===== src/rtl/pab_pkg.sv =====
// Shared constants, the control struct and saturation helper for the polygon area block.
package pab_pkg;

  localparam int AREA_W = 42;
  localparam int SUM_W  = 43;
  localparam int DIFF_W = 45;
  localparam int ACC_W  = 46;

  localparam logic signed [ACC_W-1:0] SUM_MAX_A = ACC_W'(64'sd4398046511103);
  localparam logic signed [ACC_W-1:0] SUM_MIN_A = -SUM_MAX_A - ACC_W'(1);

  typedef struct packed {
    logic first;
    logic last;
    logic ovf;
  } pab_ctl_t;

  // Clamp a widened running sum back into the signed range of the accumulator.
  function automatic logic signed [SUM_W-1:0] pab_sat_sum(input logic signed [ACC_W-1:0] v);
    logic signed [SUM_W-1:0] r;
    if (v > SUM_MAX_A) begin
      r = SUM_MAX_A[SUM_W-1:0];
    end else if (v < SUM_MIN_A) begin
      r = SUM_MIN_A[SUM_W-1:0];
    end else begin
      r = v[SUM_W-1:0];
    end
    return r;
  endfunction

endpackage


===== src/rtl/pab_in_if.sv =====
// Vertex channel: valid/ready handshake with one vertex per beat.
interface pab_in_if #(
  parameter int COORD_WIDTH = 16
);
  logic                          valid;
  logic                          ready;
  logic signed [COORD_WIDTH-1:0] vertex_x;
  logic signed [COORD_WIDTH-1:0] vertex_y;
  logic                          last_vertex;

  modport source (output valid, output vertex_x, output vertex_y, output last_vertex,
                  input ready);
  modport sink   (input valid, input vertex_x, input vertex_y, input last_vertex,
                  output ready);
endinterface


===== src/rtl/pab_out_if.sv =====
// Result channel: valid/ready handshake with one polygon summary per beat.
interface pab_out_if #(
  parameter int COORD_WIDTH = 16
);
  logic                          valid;
  logic                          ready;
  logic [41:0]                   area_twice;
  logic signed [COORD_WIDTH:0]   center_x_twice;
  logic signed [COORD_WIDTH:0]   center_y_twice;
  logic [COORD_WIDTH-1:0]        box_width;
  logic [COORD_WIDTH-1:0]        box_height;
  logic                          too_many_vertices;

  modport source (output valid, output area_twice, output center_x_twice,
                  output center_y_twice, output box_width, output box_height,
                  output too_many_vertices, input ready);
  modport sink   (input valid, input area_twice, input center_x_twice,
                  input center_y_twice, input box_width, input box_height,
                  input too_many_vertices, output ready);
endinterface


===== src/rtl/pab_front.sv =====
// Front end: takes vertex beats, tracks polygon state and classifies each vertex.
module pab_front #(
  parameter int MAX_VERTICES = 1024,
  parameter int COORD_WIDTH  = 16
) (
  input  logic                         clk,
  input  logic                         rst_n,
  pab_in_if.sink                       in_ch,
  input  logic                         q_full,
  output logic                         q_push,
  output pab_pkg::pab_ctl_t            ctl_o,
  output logic [10*COORD_WIDTH-1:0]    coord_o
);
  import pab_pkg::*;

  localparam int CW    = COORD_WIDTH;
  localparam int CNT_W = $clog2(MAX_VERTICES + 2);
  localparam logic [CNT_W-1:0] MAX_CNT = CNT_W'(MAX_VERTICES);

  logic [CNT_W-1:0]     cnt_r, cnt_nxt;
  logic                 ovf_r, ovf_nxt;
  logic signed [CW-1:0] first_x_r, first_y_r, prev_x_r, prev_y_r;
  logic signed [CW-1:0] min_x_r, max_x_r, min_y_r, max_y_r;
  logic signed [CW-1:0] fx, fy, mnx, mxx, mny, mxy;
  logic signed [CW-1:0] vx, vy;
  logic                 is_first, accept;

  assign vx       = in_ch.vertex_x;
  assign vy       = in_ch.vertex_y;
  assign in_ch.ready = !q_full;
  assign accept   = in_ch.valid && !q_full;
  assign q_push   = accept;
  assign is_first = (cnt_r == '0);

  always_comb begin
    fx  = is_first ? vx : first_x_r;
    fy  = is_first ? vy : first_y_r;
    mnx = (is_first || vx < min_x_r) ? vx : min_x_r;
    mxx = (is_first || vx > max_x_r) ? vx : max_x_r;
    mny = (is_first || vy < min_y_r) ? vy : min_y_r;
    mxy = (is_first || vy > max_y_r) ? vy : max_y_r;
    ovf_nxt = ovf_r || (cnt_r >= MAX_CNT);
    cnt_nxt = (cnt_r <= MAX_CNT) ? cnt_r + CNT_W'(1) : cnt_r;
  end

  assign ctl_o   = '{first: is_first, last: in_ch.last_vertex, ovf: ovf_nxt};
  assign coord_o = {vx, vy, prev_x_r, prev_y_r, fx, fy, mnx, mxx, mny, mxy};

  always_ff @(posedge clk) begin
    if (!rst_n) begin
      cnt_r <= '0;
      ovf_r <= 1'b0;
    end else if (accept) begin
      // A closing vertex returns the polygon tracker to its empty state.
      cnt_r <= in_ch.last_vertex ? '0 : cnt_nxt;
      ovf_r <= in_ch.last_vertex ? 1'b0 : ovf_nxt;
    end
  end

  always_ff @(posedge clk) begin
    if (accept) begin
      first_x_r <= fx;
      first_y_r <= fy;
      prev_x_r  <= vx;
      prev_y_r  <= vy;
      min_x_r   <= mnx;
      max_x_r   <= mxx;
      min_y_r   <= mny;
      max_y_r   <= mxy;
    end
  end

endmodule


===== src/rtl/pab_fifo.sv =====
// Small flop-based queue between the vertex front end and the arithmetic back end.
module pab_fifo #(
  parameter int WIDTH = 8,
  parameter int DEPTH = 4
) (
  input  logic             clk,
  input  logic             rst_n,
  input  logic             push,
  input  logic [WIDTH-1:0] wdata,
  input  logic             pop,
  output logic [WIDTH-1:0] rdata,
  output logic             full,
  output logic             empty
);
  import pab_pkg::*;

  localparam int PTR_W = (DEPTH > 1) ? $clog2(DEPTH) : 1;
  localparam int CNT_W = $clog2(DEPTH + 1);
  localparam logic [CNT_W-1:0] DEPTH_C = CNT_W'(DEPTH);
  localparam logic [PTR_W-1:0] LAST_P  = PTR_W'(DEPTH - 1);

  logic [WIDTH-1:0] mem_r [DEPTH];
  logic [PTR_W-1:0] wr_ptr_r, rd_ptr_r;
  logic [CNT_W-1:0] cnt_r;
  logic             do_push, do_pop;

  assign full    = (cnt_r == DEPTH_C);
  assign empty   = (cnt_r == '0);
  assign do_push = push && !full;
  assign do_pop  = pop && !empty;
  assign rdata   = mem_r[rd_ptr_r];

  always_ff @(posedge clk) begin
    if (!rst_n) begin
      wr_ptr_r <= '0;
      rd_ptr_r <= '0;
      cnt_r    <= '0;
    end else begin
      if (do_push) begin
        wr_ptr_r <= (wr_ptr_r == LAST_P) ? '0 : wr_ptr_r + PTR_W'(1);
      end
      if (do_pop) begin
        rd_ptr_r <= (rd_ptr_r == LAST_P) ? '0 : rd_ptr_r + PTR_W'(1);
      end
      case ({do_push, do_pop})
        2'b10:   cnt_r <= cnt_r + CNT_W'(1);
        2'b01:   cnt_r <= cnt_r - CNT_W'(1);
        default: cnt_r <= cnt_r;
      endcase
    end
  end

  always_ff @(posedge clk) begin
    if (do_push) begin
      mem_r[wr_ptr_r] <= wdata;
    end
  end

endmodule


===== src/rtl/pab_back.sv =====
// Back end: cross products, shoelace accumulation, box geometry and the result register.
module pab_back #(
  parameter int COORD_WIDTH = 16
) (
  input  logic                         clk,
  input  logic                         rst_n,
  input  logic                         q_empty,
  output logic                         q_pop,
  input  pab_pkg::pab_ctl_t            ctl_i,
  input  logic [10*COORD_WIDTH-1:0]    coord_i,
  pab_out_if.source                    out_ch
);
  import pab_pkg::*;

  localparam int CW = COORD_WIDTH;
  localparam int PW = 2 * CW;
  localparam int DW = (PW + 1 > DIFF_W) ? PW + 1 : DIFF_W;
  localparam logic signed [DW-1:0] LIM_P = {{(DW-44){1'b0}}, 1'b1, 43'b0};
  localparam logic signed [DW-1:0] LIM_N = -LIM_P;
  localparam logic [AREA_W-1:0] AREA_CAP = '1;

  // Difference of two products, clamped to plus or minus 2^43.
  function automatic logic signed [DIFF_W-1:0] diff_clamp(input logic signed [PW-1:0] a,
                                                          input logic signed [PW-1:0] b);
    logic signed [DW-1:0] d;
    d = DW'(a) - DW'(b);
    if (d > LIM_P) begin
      d = LIM_P;
    end else if (d < LIM_N) begin
      d = LIM_N;
    end
    return d[DIFF_W-1:0];
  endfunction

  logic adv;
  logic signed [CW-1:0] vx, vy, px, py, fx, fy, mnx, mxx, mny, mxy;

  // Stage 1: products.
  logic                 s1_v_r;
  pab_ctl_t             s1_ctl_r;
  logic signed [PW-1:0] p1_r, p2_r, p3_r, p4_r;
  logic signed [CW-1:0] s1_mnx_r, s1_mxx_r, s1_mny_r, s1_mxy_r;
  // Stage 2: differences and box geometry.
  logic                     s2_v_r;
  pab_ctl_t                 s2_ctl_r;
  logic signed [DIFF_W-1:0] d1_r, d2_r;
  logic signed [CW:0]       s2_cx_r, s2_cy_r;
  logic [CW-1:0]            s2_bw_r, s2_bh_r;
  // Stage 3: running sum.
  logic                     s3_v_r;
  pab_ctl_t                 s3_ctl_r;
  logic signed [SUM_W-1:0]  cross_sum_r, cross_sum_nxt;
  logic signed [DIFF_W-1:0] s3_d2_r;
  logic signed [CW:0]       s3_cx_r, s3_cy_r;
  logic [CW-1:0]            s3_bw_r, s3_bh_r;
  // Stage 4: closing term.
  logic                     s4_v_r;
  pab_ctl_t                 s4_ctl_r;
  logic signed [SUM_W-1:0]  s4_sum_r, s4_sum_nxt;
  logic signed [CW:0]       s4_cx_r, s4_cy_r;
  logic [CW-1:0]            s4_bw_r, s4_bh_r;
  // Result register.
  logic                     out_v_r;
  logic [AREA_W-1:0]        area_r;
  logic [SUM_W-1:0]         mag;
  logic signed [CW:0]       out_cx_r, out_cy_r;
  logic [CW-1:0]            out_bw_r, out_bh_r;
  logic                     out_ovf_r;

  assign adv   = !out_v_r || out_ch.ready;
  assign q_pop = adv && !q_empty;

  assign vx  = coord_i[10*CW-1 -: CW];
  assign vy  = coord_i[9*CW-1  -: CW];
  assign px  = coord_i[8*CW-1  -: CW];
  assign py  = coord_i[7*CW-1  -: CW];
  assign fx  = coord_i[6*CW-1  -: CW];
  assign fy  = coord_i[5*CW-1  -: CW];
  assign mnx = coord_i[4*CW-1  -: CW];
  assign mxx = coord_i[3*CW-1  -: CW];
  assign mny = coord_i[2*CW-1  -: CW];
  assign mxy = coord_i[CW-1    -: CW];

  always_comb begin
    cross_sum_nxt = s2_ctl_r.first ? '0
                  : pab_sat_sum({{(ACC_W-SUM_W){cross_sum_r[SUM_W-1]}}, cross_sum_r}
                                + {{(ACC_W-DIFF_W){d1_r[DIFF_W-1]}}, d1_r});
    s4_sum_nxt    = pab_sat_sum({{(ACC_W-SUM_W){cross_sum_r[SUM_W-1]}}, cross_sum_r}
                                + {{(ACC_W-DIFF_W){s3_d2_r[DIFF_W-1]}}, s3_d2_r});
    mag = s4_sum_r[SUM_W-1] ? SUM_W'(~s4_sum_r + SUM_W'(1)) : SUM_W'(s4_sum_r);
  end

  always_ff @(posedge clk) begin
    if (!rst_n) begin
      s1_v_r  <= 1'b0;
      s2_v_r  <= 1'b0;
      s3_v_r  <= 1'b0;
      s4_v_r  <= 1'b0;
      out_v_r <= 1'b0;
      cross_sum_r <= '0;
    end else if (adv) begin
      s1_v_r  <= !q_empty;
      s2_v_r  <= s1_v_r;
      s3_v_r  <= s2_v_r;
      s4_v_r  <= s3_v_r;
      out_v_r <= s4_v_r && s4_ctl_r.last;
      if (s2_v_r) begin
        cross_sum_r <= cross_sum_nxt;
      end
    end
  end

  always_ff @(posedge clk) begin
    if (adv) begin
      s1_ctl_r <= ctl_i;
      p1_r     <= px * vy;
      p2_r     <= vx * py;
      p3_r     <= vx * fy;
      p4_r     <= fx * vy;
      s1_mnx_r <= mnx;
      s1_mxx_r <= mxx;
      s1_mny_r <= mny;
      s1_mxy_r <= mxy;

      s2_ctl_r <= s1_ctl_r;
      d1_r     <= diff_clamp(p1_r, p2_r);
      d2_r     <= diff_clamp(p3_r, p4_r);
      s2_cx_r  <= {s1_mnx_r[CW-1], s1_mnx_r} + {s1_mxx_r[CW-1], s1_mxx_r};
      s2_cy_r  <= {s1_mny_r[CW-1], s1_mny_r} + {s1_mxy_r[CW-1], s1_mxy_r};
      s2_bw_r  <= CW'(s1_mxx_r - s1_mnx_r);
      s2_bh_r  <= CW'(s1_mxy_r - s1_mny_r);

      s3_ctl_r <= s2_ctl_r;
      s3_d2_r  <= d2_r;
      s3_cx_r  <= s2_cx_r;
      s3_cy_r  <= s2_cy_r;
      s3_bw_r  <= s2_bw_r;
      s3_bh_r  <= s2_bh_r;

      s4_ctl_r <= s3_ctl_r;
      s4_sum_r <= s4_sum_nxt;
      s4_cx_r  <= s3_cx_r;
      s4_cy_r  <= s3_cy_r;
      s4_bw_r  <= s3_bw_r;
      s4_bh_r  <= s3_bh_r;

      area_r    <= mag[SUM_W-1] ? AREA_CAP : mag[AREA_W-1:0];
      out_cx_r  <= s4_cx_r;
      out_cy_r  <= s4_cy_r;
      out_bw_r  <= s4_bw_r;
      out_bh_r  <= s4_bh_r;
      out_ovf_r <= s4_ctl_r.ovf;
    end
  end

  assign out_ch.valid             = out_v_r;
  assign out_ch.area_twice        = area_r;
  assign out_ch.center_x_twice    = out_cx_r;
  assign out_ch.center_y_twice    = out_cy_r;
  assign out_ch.box_width         = out_bw_r;
  assign out_ch.box_height        = out_bh_r;
  assign out_ch.too_many_vertices = out_ovf_r;

endmodule


===== src/rtl/polygon_area_and_bounding_box.sv =====
// Top level: streaming shoelace polygon area and bounding box.
//
// Vertices arrive on in_ch, one signed (x, y) pair per beat, with last_vertex
// set on the beat that closes the polygon. For each closed polygon one beat
// leaves on out_ch carrying twice the absolute area, twice the box centre,
// the box width and height, and a flag set when the polygon had more than
// MAX_VERTICES vertices. Vertices that do not close a polygon give no beat.
// The block takes one vertex per cycle for as long as results are taken.
// The result for a polygon passes through the queue and then four stages of
// products, differences, running sum and closing term, before the result
// register.
// The single running-sum register is the loop that sets the rate of one
// vertex per cycle; each vertex costs four narrow multiplications in parallel.
// When a result beat is waiting and the receiver holds ready low, the whole
// back end freezes and the four-entry queue goes on taking vertices until it
// fills, after which in_ch.ready falls. Synchronous reset empties the queue
// and the pipeline and starts a fresh polygon; no output beat is pending
// after reset.
module polygon_area_and_bounding_box #(
  parameter int MAX_VERTICES = 1024,
  parameter int COORD_WIDTH  = 16
) (
  input  logic      clk,
  input  logic      rst_n,
  pab_in_if.sink    in_ch,
  pab_out_if.source out_ch
);
  import pab_pkg::*;

  localparam int COORD_BITS = 10 * COORD_WIDTH;
  localparam int ENT_W      = COORD_BITS + $bits(pab_ctl_t);

  // Queue entry: the vertex, its predecessor, the polygon's first vertex and
  // the bounding box as it stands after this vertex, plus the control flags.
  pab_ctl_t              f_ctl, b_ctl;
  logic [COORD_BITS-1:0] f_coord, b_coord;
  logic [ENT_W-1:0]      q_rdata;
  logic                  q_push, q_pop, q_full, q_empty;

  pab_front #(
    .MAX_VERTICES (MAX_VERTICES),
    .COORD_WIDTH  (COORD_WIDTH)
  ) u_front (
    .clk     (clk),
    .rst_n   (rst_n),
    .in_ch   (in_ch),
    .q_full  (q_full),
    .q_push  (q_push),
    .ctl_o   (f_ctl),
    .coord_o (f_coord)
  );

  pab_fifo #(
    .WIDTH (ENT_W),
    .DEPTH (4)
  ) u_fifo (
    .clk   (clk),
    .rst_n (rst_n),
    .push  (q_push),
    .wdata ({f_coord, f_ctl}),
    .pop   (q_pop),
    .rdata (q_rdata),
    .full  (q_full),
    .empty (q_empty)
  );

  assign b_coord = q_rdata[ENT_W-1 -: COORD_BITS];
  assign b_ctl   = q_rdata[$bits(pab_ctl_t)-1:0];

  pab_back #(
    .COORD_WIDTH (COORD_WIDTH)
  ) u_back (
    .clk     (clk),
    .rst_n   (rst_n),
    .q_empty (q_empty),
    .q_pop   (q_pop),
    .ctl_i   (b_ctl),
    .coord_i (b_coord),
    .out_ch  (out_ch)
  );

endmodule

===== src/flat_wrapper.sv =====
// flat-port wrapper written by rule: the top's interface ports become plain ports
module polygon_area_and_bounding_box_flat import pab_pkg::*;
#(
  parameter int MAX_VERTICES = 1024,
  parameter int COORD_WIDTH  = 16
)
  (clk, rst_n, in_ch_valid, in_ch_vertex_x, in_ch_vertex_y, in_ch_last_vertex, in_ch_ready, out_ch_valid, out_ch_area_twice, out_ch_center_x_twice, out_ch_center_y_twice, out_ch_box_width, out_ch_box_height, out_ch_too_many_vertices, out_ch_ready);
  pab_in_if #(.COORD_WIDTH(COORD_WIDTH)) in_ch_i ();
  pab_out_if #(.COORD_WIDTH(COORD_WIDTH)) out_ch_i ();
  input  logic clk;
  input  logic rst_n;
  input wire logic [$bits(in_ch_i.valid)-1:0] in_ch_valid;
  input wire logic [$bits(in_ch_i.vertex_x)-1:0] in_ch_vertex_x;
  input wire logic [$bits(in_ch_i.vertex_y)-1:0] in_ch_vertex_y;
  input wire logic [$bits(in_ch_i.last_vertex)-1:0] in_ch_last_vertex;
  output wire logic [$bits(in_ch_i.ready)-1:0] in_ch_ready;
  output wire logic [$bits(out_ch_i.valid)-1:0] out_ch_valid;
  output wire logic [$bits(out_ch_i.area_twice)-1:0] out_ch_area_twice;
  output wire logic [$bits(out_ch_i.center_x_twice)-1:0] out_ch_center_x_twice;
  output wire logic [$bits(out_ch_i.center_y_twice)-1:0] out_ch_center_y_twice;
  output wire logic [$bits(out_ch_i.box_width)-1:0] out_ch_box_width;
  output wire logic [$bits(out_ch_i.box_height)-1:0] out_ch_box_height;
  output wire logic [$bits(out_ch_i.too_many_vertices)-1:0] out_ch_too_many_vertices;
  input wire logic [$bits(out_ch_i.ready)-1:0] out_ch_ready;
  assign in_ch_i.valid = in_ch_valid;
  assign in_ch_i.vertex_x = in_ch_vertex_x;
  assign in_ch_i.vertex_y = in_ch_vertex_y;
  assign in_ch_i.last_vertex = in_ch_last_vertex;
  assign in_ch_ready = in_ch_i.ready;
  assign out_ch_valid = out_ch_i.valid;
  assign out_ch_area_twice = out_ch_i.area_twice;
  assign out_ch_center_x_twice = out_ch_i.center_x_twice;
  assign out_ch_center_y_twice = out_ch_i.center_y_twice;
  assign out_ch_box_width = out_ch_i.box_width;
  assign out_ch_box_height = out_ch_i.box_height;
  assign out_ch_too_many_vertices = out_ch_i.too_many_vertices;
  assign out_ch_i.ready = out_ch_ready;
  polygon_area_and_bounding_box #(.MAX_VERTICES(MAX_VERTICES), .COORD_WIDTH(COORD_WIDTH)) u_core (.clk(clk), .rst_n(rst_n), .in_ch(in_ch_i), .out_ch(out_ch_i));
endmodule

===== config.mk =====
export PLATFORM = sky130hd
export DESIGN_NAME = polygon_area_and_bounding_box_flat
export DESIGN_NICKNAME = d
export VERILOG_FILES = /design/src/rtl/pab_pkg.sv /design/src/rtl/pab_in_if.sv /design/src/rtl/pab_out_if.sv /design/src/rtl/pab_front.sv /design/src/rtl/pab_fifo.sv /design/src/rtl/pab_back.sv /design/src/rtl/polygon_area_and_bounding_box.sv /design/src/flat_wrapper.sv
export SDC_FILE = /design/constraint.sdc
export NUM_CORES = 2
export LEC_CHECK = 0
export ABC_AREA = 0
export BUFFER_PORTS_ARGS = -buffer_cell sky130_fd_sc_hd__buf_2
export CAP_MARGIN = 20
export CELL_PAD_IN_SITES_DETAIL_PLACEMENT = 0
export CELL_PAD_IN_SITES_GLOBAL_PLACEMENT = 2
export CORE_MARGIN = 2
export CORE_UTILIZATION = 41
export CTS_CLUSTER_DIAMETER = 100
export DETAILED_ROUTE_END_ITERATION = 12
export PLACE_DENSITY = 0.81
export REMOVE_ABC_BUFFERS = 1
export SYNTH_ARGS = -nofsm -noshare
export SYNTH_HDL_FRONTEND = slang
export SYNTH_HIERARCHICAL = 1
export SYNTH_SLANG_ARGS = --single-unit

===== constraint.sdc =====
create_clock -name clk -period 17.7 [get_ports clk]
set_clock_uncertainty 0.2 [all_clocks]
set_input_delay 3.54 -clock clk [delete_from_list [all_inputs] [get_ports clk]]
set_output_delay 3.54 -clock clk [all_outputs]
set_load 0.005 [all_outputs]

==> flow_summary.toml <==
[outcome]
status = "complete, no violations"

[worst_setup_path]
cp_slowest_stage_delay_ns = 0.96
cp.arrival_ns = 10.91
crit_family = "adder cells"
path_class = "reg -> reg"
critPathRequiredTime_ns = 18.03
endpoint_kind = "flip-flop"
start_kind = "flip-flop"
cpMaxStageDelayCell = "mux4_2"
crit_path_max_fanout = 82
critPathBufInv = 6
cp_common_cell = "fa_1"

[worst_hold_path]
min_path_type = "reg -> reg"

[route]
wl_um = 245000
drtIter0Drc = 4210
vias = 61912
drc = 0
dr.pass1.iters = 5
ant_nets = 0
routedWlPerCell_um = 20.5
via_per_inst = 5.17

[clock_network]
clockRootBuffer = "clkbuf_16"
ctsHtreeMaxLevel = 4
cts_made_buffers = 164
postCtsSetupRepairBufs = 0
cts_sinks = 1492
cts_tree = "yes"
cts-hold-fix-buffers = 0
clk_pin_slew_worst_paths_ns = 0.06
worstSkewPairLatency_ns = 0.85
cts_max_path_buffers = 3
postCtsResizedCells = 0

[synth]
synth_top_area_share = 0.412
ys_seq_elements = 1492
synth_common_cells = "edfxtp_1 (1423), inv_1 (1394), fa_1 (1057), nand2_1 (752), ha_1 (611)"
syn_area_um2 = 104000
yosysMostFrequentCell = "edfxtp_1"
synth_area_per_cell_um2 = 12.3
ys.flop_type = "edfxtp_1"
syn_inst = 8439
synth_area_leaders = "edfxtp_1 (41%), fa_1 (20%), ha_1 (7.4%)"
yosysWarnings = 6
ys_seq_area_frac = 0.426
yosys.cell_types.count = 88
synth_top_cell_by_area = "edfxtp_1"
async_reset_ff_frac = 0
synth-edff-count = 1423

[global_routing]
grt_pass1_wl_um = 385000
grtUsageMet2 = 0.327
grt-busiest-layer = "met2"
grt.overflow.total = 0
grtUsageTotal = 0.193
grt_max_degree = 180
gr-usage-met3 = 0.0267
grt_pass1_vias = 65759
antenna_found_initial = 12
grt_use_met1 = 0.262

[sta]
rsz0062_at_grt = "false"
drv_slew = 0
fin_crit_sh = 0.598
maxSlewHeadroom = 0.231
postLayoutSetupSlackWorst_ns = 7.12
worst_pin_slew_ns = 1.12
setup_viol = 0
setup_tns_ns = 0
hold_violations = 0
final.min_clock_period_ns = 10.58
clock.fmax_ghz = 0.0945

[floorplanning]
ios = 148
row_count = 184
die_h_um = 507
initial_core_util = 0.412
core_um2 = 251000
fp.dieArea_um2 = 257000
die_w_um = 507

[place]
gp_congestion = 0.848
dp_slack_ns = 7.03
port-buffer-count = 147
place_hpwl_um = 177000

[final_layout]
drive_gt1_frac = 0.0808
area_growth_pct = 9.01
nFillCells = 22939
finalNetCount = 10179

[flow_run]
maxCapViolCount = 0
logic make-up after synthesis:
kind of cell             Yosys count  synth area share
XOR/XNOR                         359            0.0304
flip-flops                      1492             0.426
buffers and inverters           1726            0.0654
AO/OA/AOI/OAI                   1066            0.0681
adder cells (fa/ha/maj)         1669             0.278
AND/OR/NAND/NOR                 1910            0.0906
multiplexers                     217            0.0416
area by class of cell:
class,instances,area (um2),area share
antenna,9,22.5,0.000199
clock buffer,196,4260,0.0377
clock inverter,105,1170,0.0104
inverter,1395,5250,0.0465
multi-input combinational,5221,52700,0.467
sequential,1492,44100,0.391
tap,3348,4190,0.0371
timing repair buffer,200,1190,0.0105
worst paths after layout:
path | from | end | slack [ns] | cells after the start
max reg2reg | flip-flop | u_core/u_back/p1_r[30] | 7.12 | 25
min | u_core/u_back/d2_r[19] | u_core/u_back/s3_d2_r[19] | 0.17 | 0
max | flip-flop | u_core/u_back/p1_r[30] | 7.12 | 25
min reg2reg | u_core/u_back/d2_r[19] | u_core/u_back/s3_d2_r[19] | 0.17 | 0
placed cells by master (no fill, tap or decap), drive strengths merged, types with 10 or more instances in the layout:
cell type,instances
edfxtp,1423
xor2,129
and2,520
o21a,42
nor4,14
nor2b,39
a31oi,25
nand2,752
inv,1400
dfxtp,69
a211oi,39
bufinv,12
nand4,38
or3,25
nand3,72
fa,1057
o41ai,36
a21boi,17
xnor2,230
clkinv,80
a221o,41
nand2b,50
o211ai,31
a221oi,10
mux2,48
mux4,163
buf,198
ha,611
a21o,166
o21bai,50
nor3,40
o21ai,218
o31ai,35
a21oi,273
clkbuf,198
and3,50
nor2,266
flip-flops by register name (all words and copies together) (netlist names), 32 cells and up, named ones only:
signal and cells:
u_core/u_fifo/mem_r 652, u_core/u_back/s4_sum_r 43, u_core/u_back/p3_r 32, u_core/u_back/p2_r 32, u_core/u_back/d2_r 33, u_core/u_back/s3_d2_r 33
u_core/u_back/cross_sum_r 43, u_core/u_back/p1_r 32, u_core/u_back/d1_r 33, u_core/u_back/out_ch.area_twice 42, u_core/u_back/p4_r 32
stage by stage:
stage | hold WS (ns) | instances | util | area, um2
2_1_floorplan | 0.200 | 8108 | - | 102000
3_3_place_gp | 0.202 | 11651 | 0.427 | 107000
3_5_place_dp | 0.205 | 11652 | 0.427 | 107000
4_1_cts | 0.166 | 11953 | 0.449 | 113000
5_1_grt | 0.181 | 11961 | 0.449 | 113000
6_report | 0.175 | 11966 | 0.449 | 113000
worst register-to-register path, stage by stage (launching register included):
cell and delay, ns:
dfxtp_4 0.90, buf_12 0.61, buf_4 1.03, mux4_2 1.00, and2_1 0.34, fa_1 0.54, inv_1 0.05, fa_1 0.47
fa_1 0.52, inv_1 0.05, fa_1 0.50, fa_1 0.51, inv_1 0.06, fa_1 0.47, inv_1 0.04, ha_1 0.35
and3_1 0.24, and2_0 0.17, a221oi_1 0.35, a21oi_1 0.20, a311oi_1 0.41, o21ai_0 0.21, o41ai_1 0.60, o211ai_1 0.20
a21oi_1 0.21, xnor2_1 0.09
routing by layer:
layer	vias to the layer above	part of all wire
met2	1281	0.49
met1	31893	0.44
met5	-	0.00028
met3	298	0.044
li1	28428	-
met4	12	0.025
Power is not shown: default switching activity piles up to over one toggle a cycle in this logic, so the estimate is an artifact.
